File: src/rtl/c8ic_pkg.sv
package c8ic_pkg;

    localparam int MEM_BYTES          = 4096;
    localparam int DEF_SCREEN_WIDTH   = 64;
    localparam int DEF_SCREEN_HEIGHT  = 32;
    localparam int DEF_STACK_DEPTH    = 32;
    localparam logic [11:0] PC_START  = 12'h200;
    localparam logic [15:0] FONT_STRIDE = 16'd5;

    typedef enum logic [1:0] {
        OPER_WRITE = 2'd0,
        OPER_STEP  = 2'd1,
        OPER_READ  = 2'd2,
        OPER_NONE  = 2'd3
    } t_oper;

    // opcode groups (top nibble)
    localparam logic [3:0] G_SYS   = 4'h0;
    localparam logic [3:0] G_JP    = 4'h1;
    localparam logic [3:0] G_CALL  = 4'h2;
    localparam logic [3:0] G_SE_I  = 4'h3;
    localparam logic [3:0] G_SNE_I = 4'h4;
    localparam logic [3:0] G_SE_R  = 4'h5;
    localparam logic [3:0] G_LD_I  = 4'h6;
    localparam logic [3:0] G_ADD_I = 4'h7;
    localparam logic [3:0] G_ALU   = 4'h8;
    localparam logic [3:0] G_SNE_R = 4'h9;
    localparam logic [3:0] G_LDI   = 4'hA;
    localparam logic [3:0] G_JPV0  = 4'hB;
    localparam logic [3:0] G_RND   = 4'hC;
    localparam logic [3:0] G_DRW   = 4'hD;
    localparam logic [3:0] G_KEY   = 4'hE;
    localparam logic [3:0] G_MISC  = 4'hF;

    localparam logic [7:0] OP_CLS   = 8'hE0;
    localparam logic [7:0] OP_RET   = 8'hEE;
    localparam logic [7:0] KEY_DOWN = 8'h9E;
    localparam logic [7:0] KEY_UP   = 8'hA1;

    localparam logic [3:0] A_MOV  = 4'h0;
    localparam logic [3:0] A_OR   = 4'h1;
    localparam logic [3:0] A_AND  = 4'h2;
    localparam logic [3:0] A_XOR  = 4'h3;
    localparam logic [3:0] A_ADD  = 4'h4;
    localparam logic [3:0] A_SUB  = 4'h5;
    localparam logic [3:0] A_SHR  = 4'h6;
    localparam logic [3:0] A_SUBN = 4'h7;
    localparam logic [3:0] A_SHL  = 4'hE;

    localparam logic [7:0] F_GET_DT = 8'h07;
    localparam logic [7:0] F_SET_DT = 8'h15;
    localparam logic [7:0] F_SET_ST = 8'h18;
    localparam logic [7:0] F_ADD_I  = 8'h1E;
    localparam logic [7:0] F_FONT   = 8'h29;
    localparam logic [7:0] F_BCD    = 8'h33;
    localparam logic [7:0] F_STORE  = 8'h55;
    localparam logic [7:0] F_LOAD   = 8'h65;

    localparam logic [3:0] REG_F = 4'hF;

    typedef enum logic [2:0] {
        K_SIMPLE,
        K_BCD,
        K_STORE,
        K_LOAD,
        K_DRAW
    } t_kind;

    typedef struct packed {
        t_kind kind;
        logic  wr_x;
        logic  wr_f;
        logic  illegal;
        logic  changed;
    } t_dec;

    typedef enum logic [4:0] {
        DP_NOP,
        DP_ACCEPT,
        DP_FETCH_HI,
        DP_FETCH_LO,
        DP_READ_X,
        DP_READ_Y,
        DP_READ_0,
        DP_EXEC,
        DP_WB_F,
        DP_WB_X,
        DP_BCD,
        DP_ST_RD,
        DP_ST_WR,
        DP_LD_RD,
        DP_LD_WR,
        DP_DMOD,
        DP_DR_RD,
        DP_DR_WR,
        DP_DR_FLAG,
        DP_TICK
    } t_dp_cmd;

    typedef struct packed {
        logic [15:0] op;
        logic [3:0]  k;
        logic        mod_done;
    } t_dp_stat;

    typedef enum logic [4:0] {
        S_IDLE,
        S_FETCH_HI,
        S_FETCH_LO,
        S_READ_X,
        S_READ_Y,
        S_READ_0,
        S_EXEC,
        S_WB_F,
        S_WB_X,
        S_BCD,
        S_ST_RD,
        S_ST_WR,
        S_LD_RD,
        S_LD_WR,
        S_DMOD,
        S_DR_RD,
        S_DR_WR,
        S_DR_FLAG,
        S_TICK,
        S_RESP
    } t_state;

    function automatic t_dec decode(input logic [15:0] op);
        t_dec d;
        d = '{kind: K_SIMPLE, wr_x: 1'b0, wr_f: 1'b0, illegal: 1'b0, changed: 1'b0};
        case (op[15:12])
            G_SYS: begin
                if (op[7:0] == OP_CLS) d.changed = 1'b1;
                else if (op[7:0] != OP_RET) d.illegal = 1'b1;
            end
            G_LD_I, G_ADD_I, G_RND: d.wr_x = 1'b1;
            G_ALU: begin
                case (op[3:0])
                    A_MOV, A_OR, A_AND, A_XOR: d.wr_x = 1'b1;
                    A_ADD, A_SUB, A_SHR, A_SUBN, A_SHL: begin
                        d.wr_x = 1'b1;
                        d.wr_f = 1'b1;
                    end
                    default: d.illegal = 1'b1;
                endcase
            end
            G_DRW: begin
                d.kind    = K_DRAW;
                d.changed = 1'b1;
            end
            G_KEY: begin
                if (op[7:0] != KEY_DOWN && op[7:0] != KEY_UP) d.illegal = 1'b1;
            end
            G_MISC: begin
                case (op[7:0])
                    F_GET_DT: d.wr_x = 1'b1;
                    F_SET_DT, F_SET_ST, F_ADD_I, F_FONT: ;
                    F_BCD:   d.kind = K_BCD;
                    F_STORE: d.kind = K_STORE;
                    F_LOAD:  d.kind = K_LOAD;
                    default: d.illegal = 1'b1;
                endcase
            end
            default: ;
        endcase
        return d;
    endfunction

    // decimal digit idx (0 hundreds, 1 tens, 2 ones); reciprocal multiply,
    // exact over 0..255
    function automatic logic [7:0] bcd_digit(input logic [7:0] v, input logic [1:0] idx);
        logic [15:0] hp;
        logic [15:0] qp;
        logic [7:0]  hun;
        logic [7:0]  q10;
        logic [7:0]  dig;
        hp  = 16'(v) * 16'd41;
        qp  = 16'(v) * 16'd205;
        hun = {4'd0, hp[15:12]};
        q10 = {3'd0, qp[15:11]};
        unique case (idx)
            2'd0:    dig = hun;
            2'd1:    dig = q10 - 8'(hun * 8'd10);
            default: dig = v - 8'(q10 * 8'd10);
        endcase
        return dig;
    endfunction

endpackage

File: src/rtl/c8ic_ctrl.sv
module c8ic_ctrl
    import c8ic_pkg::*;
(
    input  logic       i_clk,
    input  logic       i_rst_n,
    input  logic       i_in_valid,
    input  logic       i_out_ready,
    input  logic [1:0] i_operation,
    input  t_dp_stat   i_stat,
    output logic       o_in_ready,
    output logic       o_out_valid,
    output t_dp_cmd    o_cmd
);

    t_state r_state;
    t_state n_state;
    t_dec   dec;

    assign dec = decode(i_stat.op);

    always_ff @(posedge i_clk) begin
        if (!i_rst_n) r_state <= S_IDLE;
        else          r_state <= n_state;
    end

    always_comb begin
        n_state     = r_state;
        o_cmd       = DP_NOP;
        o_in_ready  = 1'b0;
        o_out_valid = 1'b0;
        unique case (r_state)
            S_IDLE: begin
                o_in_ready = 1'b1;
                if (i_in_valid) begin
                    o_cmd   = DP_ACCEPT;
                    n_state = (i_operation == OPER_STEP) ? S_FETCH_HI : S_RESP;
                end
            end
            S_FETCH_HI: begin
                o_cmd   = DP_FETCH_HI;
                n_state = S_FETCH_LO;
            end
            S_FETCH_LO: begin
                o_cmd   = DP_FETCH_LO;
                n_state = S_READ_X;
            end
            S_READ_X: begin
                o_cmd   = DP_READ_X;
                n_state = S_READ_Y;
            end
            S_READ_Y: begin
                o_cmd   = DP_READ_Y;
                n_state = S_READ_0;
            end
            S_READ_0: begin
                o_cmd   = DP_READ_0;
                n_state = S_EXEC;
            end
            S_EXEC: begin
                o_cmd = DP_EXEC;
                if (dec.illegal) n_state = S_TICK;
                else begin
                    unique case (dec.kind)
                        K_BCD:   n_state = S_BCD;
                        K_STORE: n_state = S_ST_RD;
                        K_LOAD:  n_state = S_LD_RD;
                        K_DRAW:  n_state = S_DMOD;
                        default: n_state = dec.wr_f ? S_WB_F : (dec.wr_x ? S_WB_X : S_TICK);
                    endcase
                end
            end
            S_WB_F: begin
                o_cmd   = DP_WB_F;
                n_state = dec.wr_x ? S_WB_X : S_TICK;
            end
            S_WB_X: begin
                o_cmd   = DP_WB_X;
                n_state = S_TICK;
            end
            S_BCD: begin
                o_cmd = DP_BCD;
                if (i_stat.k == 4'd2) n_state = S_TICK;
            end
            S_ST_RD: begin
                o_cmd   = DP_ST_RD;
                n_state = S_ST_WR;
            end
            S_ST_WR: begin
                o_cmd   = DP_ST_WR;
                n_state = (i_stat.k == i_stat.op[11:8]) ? S_TICK : S_ST_RD;
            end
            S_LD_RD: begin
                o_cmd   = DP_LD_RD;
                n_state = S_LD_WR;
            end
            S_LD_WR: begin
                o_cmd   = DP_LD_WR;
                n_state = (i_stat.k == i_stat.op[11:8]) ? S_TICK : S_LD_RD;
            end
            S_DMOD: begin
                o_cmd = DP_DMOD;
                if (i_stat.mod_done)
                    n_state = (i_stat.op[3:0] == 4'd0) ? S_DR_FLAG : S_DR_RD;
            end
            S_DR_RD: begin
                o_cmd   = DP_DR_RD;
                n_state = S_DR_WR;
            end
            S_DR_WR: begin
                o_cmd   = DP_DR_WR;
                n_state = (i_stat.k == i_stat.op[3:0] - 4'd1) ? S_DR_FLAG : S_DR_RD;
            end
            S_DR_FLAG: begin
                o_cmd   = DP_DR_FLAG;
                n_state = S_TICK;
            end
            S_TICK: begin
                o_cmd   = DP_TICK;
                n_state = S_RESP;
            end
            S_RESP: begin
                o_out_valid = 1'b1;
                if (i_out_ready) n_state = S_IDLE;
            end
            default: n_state = S_IDLE;
        endcase
    end

    a_one_side: assert property (@(posedge i_clk) disable iff (!i_rst_n)
        !(o_in_ready && o_out_valid))
        else $error("input and output open together");

    a_step_fetch: assert property (@(posedge i_clk) disable iff (!i_rst_n)
        (i_in_valid && o_in_ready && i_operation == OPER_STEP) |=> (r_state == S_FETCH_HI))
        else $error("step did not start a fetch");

    a_resp_hold: assert property (@(posedge i_clk) disable iff (!i_rst_n)
        (r_state == S_RESP && !i_out_ready) |=> (r_state == S_RESP))
        else $error("result dropped while stalled");

endmodule

File: config.mk
export PLATFORM = sky130hd
export DESIGN_NAME = c8ic_ctrl
export DESIGN_NICKNAME = d
export VERILOG_FILES = /design/src/rtl/c8ic_pkg.sv /design/src/rtl/c8ic_ctrl.sv
export SDC_FILE = /design/constraint.sdc
export NUM_CORES = 1
export LEC_CHECK = 0
export BUFFER_PORTS_ARGS = -buffer_cell sky130_fd_sc_hd__buf_4
export CAP_MARGIN = 5
export CELL_PAD_IN_SITES_DETAIL_PLACEMENT = 1
export CELL_PAD_IN_SITES_GLOBAL_PLACEMENT = 2
export CORE_ASPECT_RATIO = 1.75
export CORE_MARGIN = 2
export CORE_UTILIZATION = 30
export CTS_CLUSTER_DIAMETER = 40
export CTS_CLUSTER_SIZE = 8
export DETAILED_ROUTE_END_ITERATION = 7
export GPL_TIMING_DRIVEN = 0
export PLACE_DENSITY = 0.88
export SYNTH_ARGS = -nofsm -noshare
export SYNTH_HDL_FRONTEND = slang
export SYNTH_SLANG_ARGS = --single-unit
File: constraint.sdc
create_clock -name i_clk -period 4.35 [get_ports i_clk]
set_input_delay 0.435 -clock i_clk [delete_from_list [all_inputs] [get_ports i_clk]]
set_output_delay 0.435 -clock i_clk [all_outputs]
set_load 0.1 [all_outputs]
==> reports/qor.yml, run 1 <==
outcome:
  status: "complete, no violations"
floorplanning:
  coreArea_um2: 3870
  die_h_um: 88.0
  die_area_um2: 4580
  initial_core_util_pct: 31.3
  die_x_um: 52.0
  boundaryPins: 34
  num_rows: 30
min_path:
  min_path_type: "input pin to flop"
  hold_start: "i_rst_n"
worst_setup_path:
  worst-setup-path-type: "flop to output pin"
  worstSetupEndpointType: "output pin"
  crit_start: "r_state[1]"
  reg2reg_to: "r_state[0]"
  crit-reg2reg-launch: "r_state[4]"
  worstPathArrival_ns: 1.90
  path_max_fanout: 10
  critPathLaunchType: "flop"
  rr_worst_depth: 5
  reg2reg_setup_slack_ns: 2.16
  cp_data_required_time_ns: 3.91
  setup.worst_path.end: "o_cmd[0]"
synth:
  ys_seq_area_share_pct: 8.27
  yosysUniqueCellTypes: 60
  ys_top_cells_by_count: "13 x a21oi_1, 13 x nor2_1, 12 x nand2_1"
  yosys_warnings: 0
  ys_ff_latch: 5
  yosys.area.top_type: "dfxtp_1"
  synth_area_um2: 1210
  syn-num-nets: 203
  syn_avg_cell_area_um2: 7.03
  netlist_instances: 172
  ys.flop_type: "dfxtp_1"
  synth_top_area_share_pct: 8.27
  async_flop_share_pct: 0
  synth_area_leaders: "dfxtp_1 8.3%, xnor2_1 5.8%, a21oi_1 5.4%, ha_1 4.1%, nand3_1 4.1%"
  synth_edf_count: 0
power_and_ir_drop:
  switchingPower_w: 0.000584
  intPower_w: 0.000355
  clkPwrFrac_pct: 9.1
  total_power_w: 0.000939
  pwr-share-seq_pct: 10.5
  powerDensity_nw_per_um2: 604
  ir_drop_mv: 0.370
  p_leak_nw: 0.635
  p_sw_share_pct: 62.2
  pwr-share-comb_pct: 80.3
place:
  place_hpwl_um: 3640
  io_buffers: 31
  gp_congestion: 0.882
final_layout:
  nFillCells: 503
  seq_area_um2: 100
  nets: 239
  top_regs: "r_state (5)"
  diodes: 0
  multiInputGateArea_um2: 1020
  layout-drive-gt1-share_pct: 24.2
  top_register: "r_state"
  syn_to_final_growth_pct: 28.4
  largest_reg_flops: 5
timing:
  worstMarginPinSlew_ns: 0.580
  relSlewSlack_pct: 61.0
  max_freq_mhz: 429
  drv_slew: 0
  setup_tns_ns: 0
  worst_clock_skew_ns: 0.000983
  grt_setup_unrepaired: "no"
  setup_viol: 0
  layout_min_cycle_time_ns: 2.33
  fin_crit_sh_pct: 53.6
  hold_viol: 0
route:
  vias: 1438
  ant_nets: 0
  detail_route.wl_per_cell_um: 16.6
  drt_iter0_markers: 27
  vias_per_cell: 5.64
  drt_first_pass_iters: 4
  totalWireLength_um: 4240
  route.detailed.drc: 0
clock_tree:
  h-tree-depth: 1
  cts.clk_slew.worst_paths_ns: 0.04
  cts_root_buf: "clkbuf_8"
  cts_tree: "built"
  clock_path_buffers: 2
  clk_latency_ns: 0.22
  cts.sinks: 5
  cts_setup_buffers: 0
  hold_buffers: 0
  post_cts_resize_count: 0
  numCtsBuffers: 3
global_route:
  antenna_found_initial: 0
  grt_pass1_vias: 1477
  gr-total-overflow: 0
  gr-usage-all-layers_pct: 18.7
  grt_max_degree: 11
  grt_pass1_wl_um: 6610
flow_run:
  cap_violations: 0
==> layer usage <==
layer	up-vias	wire length [µm]	track usage (%)
met1	687	1500	17.3
met2	31	2550	40.4
met4	0	83	5.50
li1	714	-	-
met3	6	102	1.19
met5	-	0	0
==> stage by stage <==
| step | cell area (µm²) | instances | util, % | hold WS (ns) | setup WS [ns] |
|---|---|---|---|---|---|
| 2_1_floorplan | 1220 | 172 | - | 0.563 | 0.761 |
| 3_3_place_gp | 1510 | 251 | 39.0 | 0.692 | 1.75 |
| 3_5_place_dp | 1510 | 251 | 39.0 | 0.728 | 1.76 |
| 4_1_cts | 1550 | 255 | 40.2 | 0.504 | 1.97 |
| 5_1_grt | 1550 | 255 | 40.2 | 0.503 | 1.88 |
| 6_report | 1550 | 255 | 40.2 | 0.503 | 2.02 |
==> power by group through the flow <==
stage	logic [W]	clock network (W)	registers [W]
5_1_grt	0.000798	0.0000900	0.000100
4_1_cts	0.000756	0.0000859	0.0000978
2_1_floorplan	0.000586	0	0.0000852
3_3_place_gp	0.000750	0	0.0000979
3_5_place_dp	0.000754	0	0.0000989
6_report	0.000754	0.0000859	0.0000987
==> cell usage in the layout (no fill, tap or decap), types with 3 or more instances in the layout <==
cell | Yosys | routed
nand4_1 | 4 | 4
nor2_1 | 13 | 13
ha_1 | 4 | 4
o211ai_1 | 3 | 3
xnor2_1 | 8 | 8
buf_4 | 1 | 32
nor2b_1 | 5 | 5
or3_1 | 3 | 3
o21ai_0 | 5 | 5
nor4_1 | 4 | 3
nor3_1 | 6 | 6
dfxtp_1 | 5 | 5
nand2_1 | 12 | 12
a21oi_1 | 13 | 13
nand3_1 | 10 | 10
clkbuf_1 | 3 | 4
nand2b_1 | 5 | 5
xor2_1 | 4 | 4
inv_1 | 7 | 7
and3_1 | 3 | 3
buf_6 | 4 | 4
a31oi_1 | 5 | 5
clkbuf_8 | 0 | 3
==> critical path, cell delays in order, from the launching register on <==
cell and delay, ns:
dfxtp_1 0.49, clkbuf_1 0.40, nor2_1 0.15, a221oi_1 0.28, buf_4 0.34
==> worst min-delay path by stage <==
stage / to / slack (ns) / depth (start not counted)
floorplan: r_state[2] / 0.56 / 2
global placement: r_state[2] / 0.69 / 3
detailed placement: r_state[3] / 0.73 / 2
CTS: r_state[3] / 0.50 / 2
global route: r_state[3] / 0.50 / 2
finish: r_state[3] / 0.50 / 2
==> cell families (layout without fill, tap and decap cells) <==
family,Yosys count,after routing,share of synthesized area (%)
fa+ha+maj,4,4,4.14
simple gates,86,86,42.3
buf+inv,16,51,7.86
mux,2,2,1.76
xor+xnor,13,13,10.0
flops,5,5,8.27
compound gates,46,46,25.6
==> layout make-up <==
class,instances,area share [%]
buffer,9,4.43
clock buffer,4,2.90
inverter,7,1.69
multi-input combinational,151,65.7
sequential,5,6.44
tap,48,3.86
timing repair buffer,31,15.0
No activity file was read; power rests on OpenSTA's default activity.
==> run 2: changes to the inputs <==
ABC_AREA = 1   (was default)
CORE_UTILIZATION = 25   (was 30)
PLACE_DENSITY = 0.83   (was 0.88)
clock period = 2.4 ns   (was 4.35 ns; I/O delays follow)
==> run 2 against run 1 <==
  * Combinational power increased by 94%
  * Synthesized cell count increased by 53%
  * Sequential share of layout area decreased by 0.49 points
  * Area after synthesis increased by 12%
  * Clock power increased by 86%
  * Critical path type unchanged
  * Critical endpoint unchanged
==> reports/qor.yml, run 2 <==
outcome:
  status: "complete, no violations"
floorplanning:
  die_h_um: 101  # +15%
  boundaryPins: 34  # unchanged
  coreArea_um2: 5260  # +36%
  die_area_um2: 6040  # +32%
  initial_core_util_pct: 25.7  # -5.6 points
  num_rows: 35  # +17%
  die_x_um: 59.6  # +15%
synth:
  synth_area_um2: 1350  # +12%
  async_flop_share_pct: 0  # unchanged
  ys.flop_type: "dfxtp_1"
  syn-num-nets: 295  # +45%
  netlist_instances: 264  # +53%
  ys_ff_latch: 5  # unchanged
  syn_avg_cell_area_um2: 5.12  # -27%
  ys_top_cells_by_count: "77 x nand2_1, 47 x nor2_1, 36 x inv_1"
  yosysMostFrequentCell: "nand2_1"
  synth_edf_count: 0  # unchanged
  synth_area_leaders: "nand2_1 21%, nor2_1 13%, inv_1 10%, nand3_1 8.1%, dfxtp_1 7.4%"
  synth_top_area_share_pct: 21.4  # +13 points
  yosysUniqueCellTypes: 32  # -47%
  yosys_warnings: 0  # unchanged
  yosys.area.top_type: "nand2_1"
  ys_seq_area_share_pct: 7.40  # -0.87 points
route:
  vias_per_cell: 4.92  # -13%
  drt_iter0_markers: 46  # +70%
  ant_nets: 0  # unchanged
  totalWireLength_um: 4670  # +10%
  vias: 1743  # +21%
  drt_first_pass_iters: 3  # -1
  detail_route.wl_per_cell_um: 13.2  # -21%
  route.detailed.drc: 0  # unchanged
timing:
  fin_crit_sh_pct: 91.1
  max_freq_mhz: 457
  setup_tns_ns: 0  # unchanged
  worstMarginPinSlew_ns: 0.603  # +0.0228 ns
  setup_viol: 0  # unchanged
  grt_setup_unrepaired: "no"
  relSlewSlack_pct: 59.6  # -1.4 points
  layout_min_cycle_time_ns: 2.19
  worst_clock_skew_ns: 0.00108  # +0.0000988 ns
  hold_viol: 0  # unchanged
  drv_slew: 0  # unchanged
worst_setup_path:
  rr_worst_depth: 7  # +2
  critical_path.max_stage_delay_ns: 0.37  # -0.12 ns
  critPathLaunchType: "flop"
  worstPathArrival_ns: 1.95  # +0.05 ns
  reg2reg_setup_slack_ns: 0.56  # -1.60 ns
  cp_data_required_time_ns: 2.16  # -1.75 ns
  worstSetupEndpointType: "output pin"
  worstPathCellList: "nand2_1, inv_1, nand2_1, inv_1, nor2_1, o21ai_0, a2111o_2, buf_4"
  critical_path.top_delay_family: "compound AO/OA/AOI/OAI gates"
  path_buf_inv: 3  # +1
  path_depth: 8  # +4
  crit_path_top_delay_cell: "dfxtp_1"
  path_max_fanout: 7  # -3
  worst-setup-path-type: "flop to output pin"
clock_tree:
  cts_tree: "built"
  post_cts_resize_count: 0  # unchanged
  cts.sinks: 5  # unchanged
  hold_buffers: 0  # unchanged
  clock_path_buffers: 2  # unchanged
  clk_latency_ns: 0.22  # about the same
  cts.clk_slew.worst_paths_ns: 0.04  # about the same
  cts_root_buf: "clkbuf_8"
  cts_setup_buffers: 0  # unchanged
  numCtsBuffers: 3  # unchanged
  h-tree-depth: 1  # unchanged
final_layout:
  top_register: "r_state"
  fin_util_pct: 32.4  # -7.8 points
  final_common_cell: "nand2_1"
  largest_reg_flops: 5  # unchanged
  nets: 331  # +38%
  diodes: 0  # unchanged
  nFillCells: 752  # +50%
  mostFrequentLayoutCells: "77 x nand2_1, 47 x nor2_1, 36 x inv_1"
  top_regs: "r_state (5)"
  syn_to_final_growth_pct: 25.8
  fin_cells: 354  # +39%
  design_area_um2: 1700  # +9.5%
  layout-drive-gt1-share_pct: 20.4  # -3.8 points
flow_run:
  cap_violations: 0  # unchanged
min_path:
  min_path_type: "input pin to flop"
  min_path_cells: 4  # +2
place:
  io_buffers: 31  # unchanged
  placedCellCount: 350  # +39%
  place_hpwl_um: 4210  # +16%
  dpl-instance-area_um2: 1660  # +9.7%
  gp_congestion: 0.892  # +1.1%
power_and_ir_drop:
  total_power_w: 0.00181  # +92%
  p_leak_nw: 0.905  # +43%
  powerDensity_nw_per_um2: 1060  # +76%
  ir_drop_mv: 0.310  # -16%
global_route:
  grt_max_degree: 10  # -1
  antenna_found_initial: 0  # unchanged
  grt_pass1_wl_um: 7910  # +20%
  grt_pass1_vias: 1831  # +24%
  gr-usage-all-layers_pct: 16.8  # -1.9 points
  gr-total-overflow: 0  # unchanged
[run 2: cell count changes after synthesis, sizes merged, moves of 4 or more]
cell / change
buf: -4
nand3b: +4
nor2b: -5
a31oi: -5
nand2: +67
inv: +34
nand2b: -6
nand3: +13
nor2: +44
xnor2: -8
[run 2: path summary, 6_finish.rpt]
path / start / endpoint
min reg2reg: r_state[1] / r_state[1]
max reg2reg: r_state[3] / r_state[4]
min: i_out_ready / r_state[4]
max: r_state[3] / o_cmd[0]
[run 2: where the power goes]
group	switching, W	total, W	internal, W	leakage [nW]
Clock	0.0000457	0.000160	0.000114	0.0228
Combinational	0.00110	0.00146	0.000368	0.841
Sequential	0.0000622	0.000182	0.000120	0.0415
[run 2: worst min-delay path, delay by kind of cell]
family,cells,cell delay (ns)
buf+inv,2,0.15
compound gates,1,0.05
simple gates,1,0.05
[run 2: final cells by class]
class                      instances  area, µm²  area share (%)
timing repair buffer              31        233            13.7
sequential                         5        101            5.96
buffer                             2       18.8            1.10
tap                               55       68.8            4.04
multi-input combinational        216       1080            63.5
clock buffer                       4       45.0            2.65
inverter                          41        154            9.04
[run 2: per-layer routing]
metal,vias up,global-route usage [%],part of all wire (%),wire length (µm)
li1,909,-,-,-
met1,810,14.9,35,1640
met2,20,37.8,63,2940
met3,4,0.511,1.2,54
met4,0,3.59,0.71,33
met5,-,0,0,0
[run 2: cell families after synthesis]
group                      Yosys count  synth area share [%]
AOI/OAI and AO/OA                   24                  11.1
adders and majority gates            4                  3.70
buffers and inverters               43                  12.8
xor gates and xnor gates             5                  3.24
and+or+nand+nor                    183                  61.8
DFF                                  5                  7.40
[run 2: per-stage QoR]
step | setup slack (ns) | hold slack (ns)
2_1_floorplan | 0.162 | 0.422
3_5_place_dp | 0.337 | 0.527
6_report | 0.213 | 0.300
4_1_cts | 0.0925 | 0.305
3_3_place_gp | 0.364 | 0.523
5_1_grt | 0.0316 | 0.328
